[src/design/assert_macros.svh]
// assertion helpers shared by the rtl
`ifndef ASSERT_MACROS_SVH
`define ASSERT_MACROS_SVH

`ifndef ASSERT_OFF
// property must hold on every clock outside reset
`define LBC_ASSERT(lbl, prop) \
    lbl: assert property (@(posedge aclk) disable iff (!aresetn) (prop)) \
        else $error("lbc assertion failed");
// expression must never be true outside reset
`define LBC_NEVER(lbl, expr) \
    lbl: assert property (@(posedge aclk) disable iff (!aresetn) !(expr)) \
        else $error("lbc forbidden condition");
`else
`define LBC_ASSERT(lbl, prop)
`define LBC_NEVER(lbl, expr)
`endif

`endif

[src/design/lbc_pkg.sv]
`default_nettype none
package lbc_pkg;

    localparam int NUM_SLOTS   = 64;
    localparam int SLOT_W      = $clog2(NUM_SLOTS);
    localparam int CNT_W       = $clog2(NUM_SLOTS + 1);
    localparam int ADDR_W      = 48;
    localparam int PIN_W       = 8;
    localparam int BLOCK_BYTES = 512;
    localparam int OFF_W       = $clog2(BLOCK_BYTES);
    localparam int RAM_W       = ADDR_W + PIN_W;
    localparam logic [PIN_W-1:0] PIN_MAX = {PIN_W{1'b1}};

    typedef logic [SLOT_W-1:0] slot_t;
    typedef logic [CNT_W-1:0]  cnt_t;
    typedef logic [ADDR_W-1:0] addr_t;

    typedef enum logic [1:0] {
        MODE_GET   = 2'd0,
        MODE_REL   = 2'd1,
        MODE_FLUSH = 2'd2,
        MODE_RSVD  = 2'd3
    } mode_t;

    typedef enum logic [1:0] {
        KIND_HIT   = 2'd0,
        KIND_FETCH = 2'd1,
        KIND_WB    = 2'd2,
        KIND_DONE  = 2'd3
    } kind_t;

    typedef enum logic [1:0] {
        ST_OK       = 2'd0,
        ST_MISALIGN = 2'd1,
        ST_PINNED   = 2'd2
    } stat_t;

    typedef enum logic [1:0] {
        SSRC_ZERO = 2'd0,
        SSRC_CUR  = 2'd1,
        SSRC_IN   = 2'd2,
        SSRC_USED = 2'd3
    } slot_src_t;

    typedef enum logic [1:0] {
        ASRC_ZERO = 2'd0,
        ASRC_IN   = 2'd1,
        ASRC_RD   = 2'd2
    } addr_src_t;

    typedef enum logic [2:0] {
        UPD_NONE  = 3'd0,
        UPD_HIT   = 3'd1,
        UPD_FILL  = 3'd2,
        UPD_FETCH = 3'd3,
        UPD_REL   = 3'd4,
        UPD_FLUSH = 3'd5
    } upd_t;

    typedef enum logic [3:0] {
        S_IDLE,
        S_DECODE,
        S_HIT_RD,
        S_HIT_CHK,
        S_FILL,
        S_VIC_RD,
        S_VIC_CHK,
        S_FETCH,
        S_REL_RD,
        S_REL_WR,
        S_FL_RD,
        S_FL_CHK
    } state_t;

    typedef struct packed {
        logic      latch;
        logic      pos_clr;
        logic      pos_inc;
        logic      rd_walk;
        logic      rd_in;
        upd_t      upd;
        logic      emit;
        kind_t     kind;
        stat_t     status;
        slot_src_t slot_src;
        addr_src_t addr_src;
        logic      last;
    } cmd_t;

    typedef struct packed {
        mode_t mode;
        logic  misaligned;
        logic  full;
        logic  walk_end;
        logic  match;
        logic  pin_zero;
        logic  cur_dirty;
        logic  more_dirty;
        logic  out_free;
        cnt_t  used;
    } sts_t;

endpackage
`default_nettype wire

[src/design/lbc_ctrl.sv]
`default_nettype none
module lbc_ctrl (
    input  wire logic          aclk,
    input  wire logic          aresetn,
    input  wire logic          s_tvalid,
    output      logic          s_tready,
    input  wire lbc_pkg::sts_t sts,
    output      lbc_pkg::cmd_t cmd
);

    lbc_pkg::state_t state_reg, state_next;

    // state register
    always_ff @(posedge aclk) begin
        if (!aresetn) begin
            state_reg <= lbc_pkg::S_IDLE;
        end else begin
            state_reg <= state_next;
        end
    end

    // next state
    always_comb begin
        state_next = state_reg;
        unique case (state_reg)
            lbc_pkg::S_IDLE: begin
                if (s_tvalid) state_next = lbc_pkg::S_DECODE;
            end
            lbc_pkg::S_DECODE: begin
                unique case (sts.mode)
                    lbc_pkg::MODE_GET: begin
                        if (!sts.misaligned) state_next = lbc_pkg::S_HIT_RD;
                        else if (sts.out_free) state_next = lbc_pkg::S_IDLE;
                    end
                    lbc_pkg::MODE_REL:   state_next = lbc_pkg::S_REL_RD;
                    lbc_pkg::MODE_FLUSH: state_next = lbc_pkg::S_FL_RD;
                    lbc_pkg::MODE_RSVD: begin
                        if (sts.out_free) state_next = lbc_pkg::S_IDLE;
                    end
                endcase
            end
            lbc_pkg::S_HIT_RD: begin
                if (!sts.walk_end) state_next = lbc_pkg::S_HIT_CHK;
                else if (sts.full) state_next = lbc_pkg::S_VIC_RD;
                else state_next = lbc_pkg::S_FILL;
            end
            lbc_pkg::S_HIT_CHK: begin
                if (!sts.match) state_next = lbc_pkg::S_HIT_RD;
                else if (sts.out_free) state_next = lbc_pkg::S_IDLE;
            end
            lbc_pkg::S_FILL: begin
                if (sts.out_free) state_next = lbc_pkg::S_IDLE;
            end
            lbc_pkg::S_VIC_RD: begin
                if (!sts.walk_end) state_next = lbc_pkg::S_VIC_CHK;
                else if (sts.out_free) state_next = lbc_pkg::S_IDLE;
            end
            lbc_pkg::S_VIC_CHK: begin
                if (!sts.pin_zero) state_next = lbc_pkg::S_VIC_RD;
                else if (!sts.cur_dirty || sts.out_free) state_next = lbc_pkg::S_FETCH;
            end
            lbc_pkg::S_FETCH: begin
                if (sts.out_free) state_next = lbc_pkg::S_IDLE;
            end
            lbc_pkg::S_REL_RD: state_next = lbc_pkg::S_REL_WR;
            lbc_pkg::S_REL_WR: begin
                if (sts.out_free) state_next = lbc_pkg::S_IDLE;
            end
            lbc_pkg::S_FL_RD: begin
                if (!sts.walk_end) state_next = lbc_pkg::S_FL_CHK;
                else if (sts.out_free) state_next = lbc_pkg::S_IDLE;
            end
            lbc_pkg::S_FL_CHK: begin
                if (!sts.cur_dirty) state_next = lbc_pkg::S_FL_RD;
                else if (sts.out_free) begin
                    state_next = sts.more_dirty ? lbc_pkg::S_FL_RD : lbc_pkg::S_IDLE;
                end
            end
            default: state_next = lbc_pkg::S_IDLE;
        endcase
    end

    // command outputs
    always_comb begin
        s_tready     = 1'b0;
        cmd.latch    = 1'b0;
        cmd.pos_clr  = 1'b0;
        cmd.pos_inc  = 1'b0;
        cmd.rd_walk  = 1'b0;
        cmd.rd_in    = 1'b0;
        cmd.upd      = lbc_pkg::UPD_NONE;
        cmd.emit     = 1'b0;
        cmd.kind     = lbc_pkg::KIND_DONE;
        cmd.status   = lbc_pkg::ST_OK;
        cmd.slot_src = lbc_pkg::SSRC_ZERO;
        cmd.addr_src = lbc_pkg::ASRC_ZERO;
        cmd.last     = 1'b1;
        unique case (state_reg)
            lbc_pkg::S_IDLE: begin
                s_tready  = 1'b1;
                cmd.latch = s_tvalid;
            end
            lbc_pkg::S_DECODE: begin
                unique case (sts.mode)
                    lbc_pkg::MODE_GET: begin
                        if (!sts.misaligned) begin
                            cmd.pos_clr = 1'b1;
                        end else begin
                            cmd.emit   = sts.out_free;
                            cmd.status = lbc_pkg::ST_MISALIGN;
                        end
                    end
                    lbc_pkg::MODE_REL:   cmd.pos_clr = 1'b0;
                    lbc_pkg::MODE_FLUSH: cmd.pos_clr = 1'b1;
                    lbc_pkg::MODE_RSVD:  cmd.emit = sts.out_free;
                endcase
            end
            lbc_pkg::S_HIT_RD: begin
                if (!sts.walk_end) cmd.rd_walk = 1'b1;
                else cmd.pos_clr = 1'b1;
            end
            lbc_pkg::S_HIT_CHK: begin
                if (!sts.match) begin
                    cmd.pos_inc = 1'b1;
                end else if (sts.out_free) begin
                    cmd.upd      = lbc_pkg::UPD_HIT;
                    cmd.emit     = 1'b1;
                    cmd.kind     = lbc_pkg::KIND_HIT;
                    cmd.slot_src = lbc_pkg::SSRC_CUR;
                    cmd.addr_src = lbc_pkg::ASRC_IN;
                end
            end
            lbc_pkg::S_FILL: begin
                if (sts.out_free) begin
                    cmd.upd      = lbc_pkg::UPD_FILL;
                    cmd.emit     = 1'b1;
                    cmd.kind     = lbc_pkg::KIND_FETCH;
                    cmd.slot_src = lbc_pkg::SSRC_USED;
                    cmd.addr_src = lbc_pkg::ASRC_IN;
                end
            end
            lbc_pkg::S_VIC_RD: begin
                if (!sts.walk_end) begin
                    cmd.rd_walk = 1'b1;
                end else begin
                    cmd.emit   = sts.out_free;
                    cmd.status = lbc_pkg::ST_PINNED;
                end
            end
            lbc_pkg::S_VIC_CHK: begin
                if (!sts.pin_zero) begin
                    cmd.pos_inc = 1'b1;
                end else if (sts.cur_dirty) begin
                    cmd.emit     = sts.out_free;
                    cmd.kind     = lbc_pkg::KIND_WB;
                    cmd.slot_src = lbc_pkg::SSRC_CUR;
                    cmd.addr_src = lbc_pkg::ASRC_RD;
                    cmd.last     = 1'b0;
                end
            end
            lbc_pkg::S_FETCH: begin
                if (sts.out_free) begin
                    cmd.upd      = lbc_pkg::UPD_FETCH;
                    cmd.emit     = 1'b1;
                    cmd.kind     = lbc_pkg::KIND_FETCH;
                    cmd.slot_src = lbc_pkg::SSRC_CUR;
                    cmd.addr_src = lbc_pkg::ASRC_IN;
                end
            end
            lbc_pkg::S_REL_RD: cmd.rd_in = 1'b1;
            lbc_pkg::S_REL_WR: begin
                if (sts.out_free) begin
                    cmd.upd      = lbc_pkg::UPD_REL;
                    cmd.emit     = 1'b1;
                    cmd.slot_src = lbc_pkg::SSRC_IN;
                end
            end
            lbc_pkg::S_FL_RD: begin
                if (!sts.walk_end) cmd.rd_walk = 1'b1;
                else cmd.emit = sts.out_free;
            end
            lbc_pkg::S_FL_CHK: begin
                if (!sts.cur_dirty) begin
                    cmd.pos_inc = 1'b1;
                end else if (sts.out_free) begin
                    cmd.upd      = lbc_pkg::UPD_FLUSH;
                    cmd.emit     = 1'b1;
                    cmd.kind     = lbc_pkg::KIND_WB;
                    cmd.slot_src = lbc_pkg::SSRC_CUR;
                    cmd.addr_src = lbc_pkg::ASRC_RD;
                    cmd.last     = !sts.more_dirty;
                    cmd.pos_inc  = sts.more_dirty;
                end
            end
            default: s_tready = 1'b0;
        endcase
    end

endmodule
`default_nettype wire

[config.mk]
export PLATFORM = sky130hd
export DESIGN_NAME = lbc_ctrl
export DESIGN_NICKNAME = d
export VERILOG_FILES = /design/src/design/assert_macros.svh /design/src/design/lbc_pkg.sv /design/src/design/lbc_ctrl.sv
export SDC_FILE = /design/constraint.sdc
export NUM_CORES = 1
export LEC_CHECK = 0
export ABC_AREA = 1
export BUFFER_PORTS_ARGS = -buffer_cell sky130_fd_sc_hd__buf_4
export CELL_PAD_IN_SITES_DETAIL_PLACEMENT = 1
export CELL_PAD_IN_SITES_GLOBAL_PLACEMENT = 2
export CORE_MARGIN = 1.5
export CORE_UTILIZATION = 21
export CTS_CLUSTER_DIAMETER = 150
export DETAILED_ROUTE_END_ITERATION = 8
export GPL_TIMING_DRIVEN = 0
export PLACE_DENSITY = 0.78
export RECOVER_POWER = 25
export SETUP_SLACK_MARGIN = 0.15
export SYNTH_ARGS = -nofsm -noshare
export SYNTH_HDL_FRONTEND = slang
export SYNTH_SLANG_ARGS = --single-unit
[constraint.sdc]
create_clock -name aclk -period 2.03 [get_ports aclk]
set_clock_uncertainty 0.2 [all_clocks]
set_input_delay 0.3045 -clock aclk [delete_from_list [all_inputs] [get_ports aclk]]
set_output_delay 0.3045 -clock aclk [all_outputs]
set_load 0.01 [all_outputs]
==> metrics.txt, run 1 <==
commonest cells after routing, fill and taps aside nand2_1 (45), buf_4 (36), inv_1 (26), nor2_1 (16), nand3_1 (12); pwr dens 329 nW/um^2; vias in the first global route 1,170; Die Span X 66.9 um; Layout area overhead 65.2%; WL/cell 12.8 um; via count 1,204; clock sink total 4; Peak supply drop 0.000263 V; RSZ-0062 raised after global routing true; pin count of the biggest net entering global routing 11; cts hold-fix bufs 0; uppermost layer routed met4; post-synthesis register bit count 4; Clock Latency Late Sink 220 ps; Post-Syn Area 858 um^2; Final Hold Fails 0; total power draw 0.000467 W; multi-input logic area 749 um^2; Yosys cell types 25; Post-Route WL 3.32 mm; input/output buffers 30; Starting Density 21.6%; setup_tns 0 ps; fin. max-slew vios 0; GRT Total Usage 15.4%; Slew @ Worst Pin 347 ps; Synth Area in Adders 5.83%; Setup Crit Path Kind reg -> out; Reg clk slew, reported paths 30 ps; worst endpoint required time 1530 ps; antenna violations before repair 0; TritonCTS buffer count 3; row count 23; DR pass1 iterations 4; number of flip-flops in the largest register 4; core box area 3970 um^2; fraction of layout cells with a size suffix above 1 39.0%; syn_area_per_cell 5.14 um^2; # DRC 0; Final Core Density 35.7%; Max-slew headroom 76.7%; met3 routed WL 97 um; Synth Area in Compound Gates 16.0%; xor and xnor area share after synthesis 0%; # Max-Cap Violations 0; CP max FO 6; first-pass GRT wire length 5.33 mm; Final Net Count 236; Setup crit start kind flop; Min-Delay Path Class in -> reg; Clock Tree Buf Depth 2; CTS tree yes; Post-Syn Nets 191; endpoints failing setup 0; fmax 523 MHz; H-tree Lvls 1; Post-DRT Antenna Nets 0; CTS root buffer clkbuf_8; Leak 0.799 nW; period utilisation layout 94.1%; CP endpoint kind primary output; post-layout min period 1910 ps; met1 WL 1.64 mm; DR iter-0 viols 53; largest family of logic cells by synthesized area simple AND/OR/NAND/NOR gates; die area 4480 um^2; GRT overflow 0; run status finished, final reports clean; placed insts 247; post-synthesis mux area share 0%; Worst Path Arrival 1410 ps; met2 wire len 1.54 mm; Place WS 6.57 ps; IO Count 39; Ant. Diodes 0; die height 66.9 um; post-synthesis simple-gate area fraction 52.8%; HPWL after DPL 2.51 mm; FF/Latch Area 95.1 um^2; commonest non-fill, non-tap cell in the layout nand2_1; Mapped Cells 167; GP Congestion 0.808; vias per inst 4.63; setup ws final 120 ps; Seq/Total Area, Yosys 9.33%; number of synthesis warnings 0; fill count 541; fin cells 260
kinds of logic (layout without fill, tap and decap cells):
group / Yosys count / count (layout)
flip-flops: 4 / 4
AND/OR/NAND/NOR: 103 / 103
adder cells (fa/ha/maj): 4 / 4
buffers and inverters: 34 / 77
AO/OA/AOI/OAI: 22 / 22
synthesized netlist by cell type:
cell,count,area (um^2)
nor2_1,22,82.6
a31oi_1,1,6.26
ha_1,4,50.1
nand4_1,4,25.0
nor2_2,1,6.26
o21bai_1,2,15.0
nor2_4,2,22.5
nor3_2,1,10.0
clkbuf_8,1,13.8
nand3_1,15,75.1
a21oi_2,1,8.76
nand2_2,2,12.5
nand2_1,53,199
o21ai_0,6,30.0
nand3_2,1,10.0
inv_2,1,3.75
a211o_1,1,8.76
o22ai_1,1,6.26
dfxtp_1,4,80.1
o211ai_1,1,7.51
a21boi_2,1,11.3
nor3_1,2,10.0
a21oi_1,7,35.0
o221ai_1,1,8.76
inv_1,32,120
worst paths after layout:
kind	from	to	slack, ps	cells past startpoint
setup / recovery	state_reg[3]$_SDFFE_PN0P_	cmd[0]	120	6
hold / removal	aresetn	state_reg[1]$_SDFFE_PN0P_	170	3
setup reg to reg	state_reg[1]$_SDFFE_PN0P_	state_reg[0]$_SDFFE_PN0P_	260	7
hold reg to reg	state_reg[2]$_SDFFE_PN0P_	state_reg[2]$_SDFFE_PN0P_	380	2
report_power, final:
| group | switching (W) | internal (W) | leakage (nW) |
|---|---|---|---|
| clock network | 0.0000408 | 0.000126 | 0.0216 |
| registers | 0.0000161 | 0.0000828 | 0.0355 |
| logic | 0.000115 | 0.0000860 | 0.742 |
| total | 0.000172 | 0.000295 | 0.799 |
area by class of cell:
class                   count  share of cell area (%)
inverters                  33                    9.27
clock buffers               3                    2.91
multi-input cells         129                    52.9
plain buffers               1                   0.971
well taps                  50                    4.41
flip-flops and latches      4                    6.71
repair buffers             40                    22.9
critical path, cell delays in order, from the launching register on:
cell     delay, ps
dfxtp_4        380
inv_2           80
nand2_4         60
nor2_4         190
nor2_2          80
a211o_1        280
buf_6          120
metrics by stage:
stage	instance area (um^2)	hold WS [ps]
2_1_floorplan	858	275
3_3_place_gp	1150	363
3_5_place_dp	1150	363
4_1_cts	1300	170
5_1_grt	1420	202
6_report	1420	168
repair_timing:
| action | 4_1_cts | 5_1_grt |
|---|---|---|
| buffers inserted | 3 | 7 |
| pin swaps | 7 | 8 |
| resized for setup | 32 | 18 |
| setup endpoints to repair | 16 | 13 |
layer usage:
layer	vias up	global-route usage, %
li1	619	-
met1	556	21.2
met2	23	25.8
met3	6	1.35
met4	0	3.83
met5	-	0
Note: power is estimated with default switching activity, not from simulation.
==> inputs of run 2 (changes only) <==
Settings changed: PLACE_DENSITY 0.78 to 0.83.
==> run 2 against run 1 <==
Setup slack got worse by 17 ps. Maximum frequency decreased by 0.86%. Die area unchanged. Highest routed layer is now met3.
==> metrics.txt, run 2 (synthesis gave the netlist of run 1 again) <==
Min-Delay Path Class in -> reg; fmax 519 MHz (-0.86%); run status finished, final reports clean; TritonCTS buffer count 3 (unchanged); Post-Route WL 3.27 mm (-1.6%); DR pass1 iterations 4 (unchanged); CP max stage cell dfxtp_4; vias in the first global route 1,117 (-4.5%); min-delay src aresetn; R2R Setup Slk 130 ps (-130 ps); Clock Tree Buf Depth 2 (unchanged); # DRC 0 (unchanged); Layout area overhead 67.3%; pin count of the biggest net entering global routing 11 (unchanged); Setup crit start kind flop; DR iter-0 viols 25 (-53%); worst endpoint required time 1530 ps (about the same); H-tree Lvls 1 (unchanged); Post-DP Area 1150 um^2 (unchanged); FF-to-FF path depth 10 (+3); clock sink total 4 (unchanged); fin area 1440 um^2 (+1.3%); row count 23 (unchanged); GP Congestion 0.860 (+6.4%); die area 4480 um^2 (unchanged); critical path's largest stage delay 360 ps (-20 ps); endpoints failing setup 0 (unchanged); Final Core Density 36.2% (+0.47 points); Max-slew headroom 76.5% (-0.12 points); Starting Density 21.6% (unchanged); fill count 523 (-3.3%); period utilisation layout 94.9% (+0.81 points); commonest non-fill, non-tap cell in the layout nand2_1; GRT overflow 0 (unchanged); Reg clk slew, reported paths 30 ps (about the same); CTS root buffer clkbuf_8; Worst setup startpoint state_reg[0]$_SDFFE_PN0P_; RR Startpoint state_reg[2]$_SDFFE_PN0P_; Leak 0.806 nW (+0.94%); Clock Latency Late Sink 220 ps (about the same); input/output buffers 30 (unchanged); GR Util met2 25.3% (-0.50 points); vias per inst 4.47 (-3.6%); Setup Crit Path Kind reg -> out; fraction of layout cells with a size suffix above 1 40.2% (+1.1 points); WL/cell 12.4 um (-3.1%); HPWL after DPL 2.46 mm (-1.9%); Worst R2R End state_reg[0]$_SDFFE_PN0P_; CTS tree yes; Slew @ Worst Pin 349 ps (+1.85 ps); core box area 3970 um^2 (unchanged); Final Hold Fails 0 (unchanged); CP endpoint kind primary output; CP max FO 6 (unchanged); # Max-Cap Violations 0 (unchanged); Peak supply drop 0.000264 V (+0.15%); Worst Path Arrival 1420 ps (about the same); busiest layer in global routing met2; cell chain of the critical path inv_4, nand2_4, nor2_4, nor2_2, a211o_1, buf_6; cts hold-fix bufs 0 (unchanged); die height 66.9 um (unchanged); via count 1,179 (-2.1%); Worst Hold End state_reg[3]$_SDFFE_PN0P_; post-layout min period 1930 ps (+16.5 ps); Die Span X 66.9 um (unchanged); IO Count 39 (unchanged); Ant. Diodes 0 (unchanged); number of flip-flops in the largest register 4 (unchanged); GRT Total Usage 14.5% (-0.92 points); antenna violations before repair 0 (unchanged); GR Util met3 2.03% (+0.68 points); Post-DRT Antenna Nets 0 (unchanged); fin. max-slew vios 0 (unchanged); commonest cells after routing, fill and taps aside nand2_1 (48), buf_4 (41), inv_1 (25), nor2_1 (16), nand3_1 (13); Final Net Count 240 (+1.7%); RSZ-0062 raised after global routing true; first-pass GRT wire length 5.02 mm (-5.7%); met1 usage 19.5% (-1.7 points); hold path depth 3 (unchanged); pwr dens 328 nW/um^2 (-0.57%)
## run 2: worst max-delay path, delay by kind of cell (launching register included)
family,cells,cell delay (ps)
AO/OA/AOI/OAI,1,280
flip-flops,1,360
buffers and inverters,2,220
AND/OR/NAND/NOR,3,330
## run 2: final cells by class
type	instances	area (um^2)	area share (%)
buffer	1	13.8	0.958
clock buffer	3	41.3	2.87
inverter	33	131	9.15
multi-input combinational	129	751	52.3
sequential	4	95.1	6.62
tap	50	62.6	4.36
timing repair buffer	44	342	23.8
## run 2: report_power, final
group,switching [W],internal (W),total (W)
registers,0.0000131,0.0000827,0.0000958
clock network,0.0000395,0.000126,0.000166
logic,0.000118,0.0000906,0.000209
total,0.000171,0.000300,0.000471
## run 2: routing by layer
metal | vias up | share of wire, %
li1 | 624 | -
met1 | 534 | 48
met2 | 21 | 49
met3 | 0 | 3.2
met4 | 0 | 0
met5 | - | 0
## run 2: what timing repair did
item	CTS	global route
pin swaps	7	10
setup buffers	5	9
gates resized for setup	34	17
endpoints found under the setup margin	16	12
## run 2: through the flow
step | worst slack (ps) | power (W) | setup TNS (ps) | cells | hold WS, ps
2_1_floorplan | 349 | 0.000191 | 0 | 167 | 275
3_3_place_gp | 32.2 | 0.000259 | 0 | 247 | 365
3_5_place_dp | 42.2 | 0.000259 | 0 | 247 | 382
4_1_cts | 132 | 0.000443 | 0 | 255 | 171
5_1_grt | -5.03 | 0.000507 | -5.03 | 264 | 204
6_report | 103 | 0.000471 | 0 | 264 | 173
## run 2: how the worst max path moves through the flow
stage          endpoint  slack, ps  depth (start not counted)
3_3_place_gp     cmd[9]         30                          8
2_1_floorplan    cmd[9]        350                          6
3_5_place_dp     cmd[9]         40                          7
6_report         cmd[0]        100                          6
5_1_grt          cmd[9]         -5                          8
4_1_cts         cmd[16]        130                          6
==> inputs of run 3 (changes only) <==
Clock period 2.03 ns to 1.91 ns, I/O delays scaled along.
==> run 3 against run 2 <==
Combinational power up 6%. Via count is 0.59% lower. Critical path depth unchanged. Final cell count decreased by 0.76%. Clock power rose by 8%. Critical endpoint unchanged. Critical path type unchanged. Setup slack got worse by 87 ps. Global-route usage did not move. Hold slack got worse by 14 ps. Routed wire length is 3.2% lower.
==> metrics.txt, run 3 (synthesis gave the netlist of run 1 again) <==
GP Congestion 0.860 (unchanged); core box area 3970 um^2 (unchanged); input/output buffers 30 (unchanged); CTS tree yes; GRT overflow 0 (unchanged); Leak 0.821 nW (+1.8%); period utilisation layout 99.2%; TritonCTS buffer count 3 (unchanged); Layout area overhead 70.7%; endpoints failing setup 0 (unchanged); CP endpoint kind primary output; Place WS -59.8 ps (-102 ps); # Max-Cap Violations 0 (unchanged); DR pass1 iterations 4 (unchanged); setup_tns 0 ps (unchanged); Worst Path Arrival 1410 ps (about the same); # DRC 0 (unchanged); vias per inst 4.47 (+0.17%); fin. max-slew vios 0 (unchanged); worst endpoint required time 1420 ps (-110 ps); run status finished, final reports clean; Ant. Diodes 0 (unchanged); WL/cell 12.1 um (-2.5%); total power draw 0.000506 W (+7.5%); die height 66.9 um (unchanged); fraction of layout cells with a size suffix above 1 42.5% (+2.3 points); fin cells 262 (-0.76%); Peak supply drop 0.000310 V (+18%); Final Net Count 238 (-0.83%); pwr dens 345 nW/um^2 (+5.4%); Die Span X 66.9 um (unchanged); pin count of the biggest net entering global routing 11 (unchanged); first-pass GRT wire length 5.04 mm (+0.40%); Setup crit start kind flop; CP max FO 6 (unchanged); RSZ-0062 raised after global routing true; commonest non-fill, non-tap cell in the layout nand2_1; vias in the first global route 1,109 (-0.72%); DR iter-0 viols 26 (+4.0%); number of flip-flops in the largest register 4 (unchanged); clock sink total 4 (unchanged); post-layout min period 1890 ps; CTS root buffer clkbuf_8; IO Count 39 (unchanged); Clock Latency Late Sink 220 ps (about the same); H-tree Lvls 1 (unchanged); GRT Total Usage 14.5% (unchanged); commonest cells after routing, fill and taps aside nand2_1 (45), buf_4 (35), inv_1 (25), nor2_1 (14), nand3_1 (11); HPWL after DPL 2.46 mm (unchanged); die area 4480 um^2 (unchanged); Min-Delay Path Class in -> reg; Post-Route WL 3.16 mm (-3.2%); setup ws final 15.9 ps (-87.1 ps); Final Hold Fails 0 (unchanged); Setup Crit Path Kind reg -> out; Slew @ Worst Pin 269 ps (-79.5 ps); Post-DRT Antenna Nets 0 (unchanged); Reg clk slew, reported paths 30 ps (about the same); via count 1,172 (-0.59%); placed insts 247 (unchanged); Max-slew headroom 82.0% (+5.4 points); row count 23 (unchanged); Starting Density 21.6% (unchanged); fmax 528 MHz; antenna violations before repair 0 (unchanged); Clock Tree Buf Depth 2 (unchanged); Final Core Density 36.9% (+0.72 points)
## run 3: changes by cell type in the layout (fill, tap and decap cells not counted), moves of 2 or more
cell and change:
nand3_1 -2, nor2_1 -2, buf_4 -6, nor2_2 +2
nand3_2 +2, buf_6 +4, nand2_2 +3, o21ai_1 +2
nand2_1 -3
## run 3: what timing repair did
action | CTS | global route
setup buffers | 6 | 6
endpoints found under the setup margin | 19 | 14
pin swaps | 9 | 10
hold buffers | 0 | 0
gates resized for setup | 44 | 20
## run 3: critical path: stages, from the launching register on
cell and delay (ps):
dfxtp_4 380, inv_6 90, nand2_4 60, nor2_4 170, nor2_2 80, a211o_1 280, buf_6 120
## run 3: final cells by class
| class | instances | area, um^2 |
|---|---|---|
| Inverter | 33 | 136 |
| Clock buffer | 3 | 41.3 |
| Tap cell | 50 | 62.6 |
| Timing Repair Buffer | 42 | 342 |
| Multi-Input combinational cell | 129 | 774 |
| Buffer | 1 | 13.8 |
| Fill cell | 519 | 2510 |
| Sequential cell | 4 | 95.1 |
## run 3: worst paths after layout
check	startpoint	to	slack [ps]	cells past startpoint
worst max-delay path	state_reg[0]$_SDFFE_PN0P_	cmd[0]	20	6
worst min-delay path	aresetn	state_reg[1]$_SDFFE_PN0P_	160	3
worst max register to register	state_reg[1]$_SDFFE_PN0P_	state_reg[3]$_SDFFE_PN0P_	180	7
worst min register to register	state_reg[2]$_SDFFE_PN0P_	state_reg[2]$_SDFFE_PN0P_	380	2
## run 3: metal layers
layer  routed length (um)  vias to the layer above  track usage [%]  part of all wire [%]
li1                     -                      623                -                     -
met1                 1520                      530             19.5                    48
met2                 1550                       19             25.3                    49
met3                   83                        0             2.03                   2.6
met4                    0                        0             1.53                     0
met5                    0                        -                0                     0
## run 3: through the flow
step	instance area, um^2	hold WS (ps)
final	1470	159
after global routing	1470	185
after CTS	1350	153
after detailed placement	1150	373
after global placement	1150	365
after floorplan	858	257
## run 3: where the power goes
group,switching [W],leakage (nW),internal [W]
registers,0.0000184,0.0355,0.0000880
logic,0.000123,0.764,0.0000975
clock network,0.0000441,0.0216,0.000134
total,0.000186,0.821,0.000320
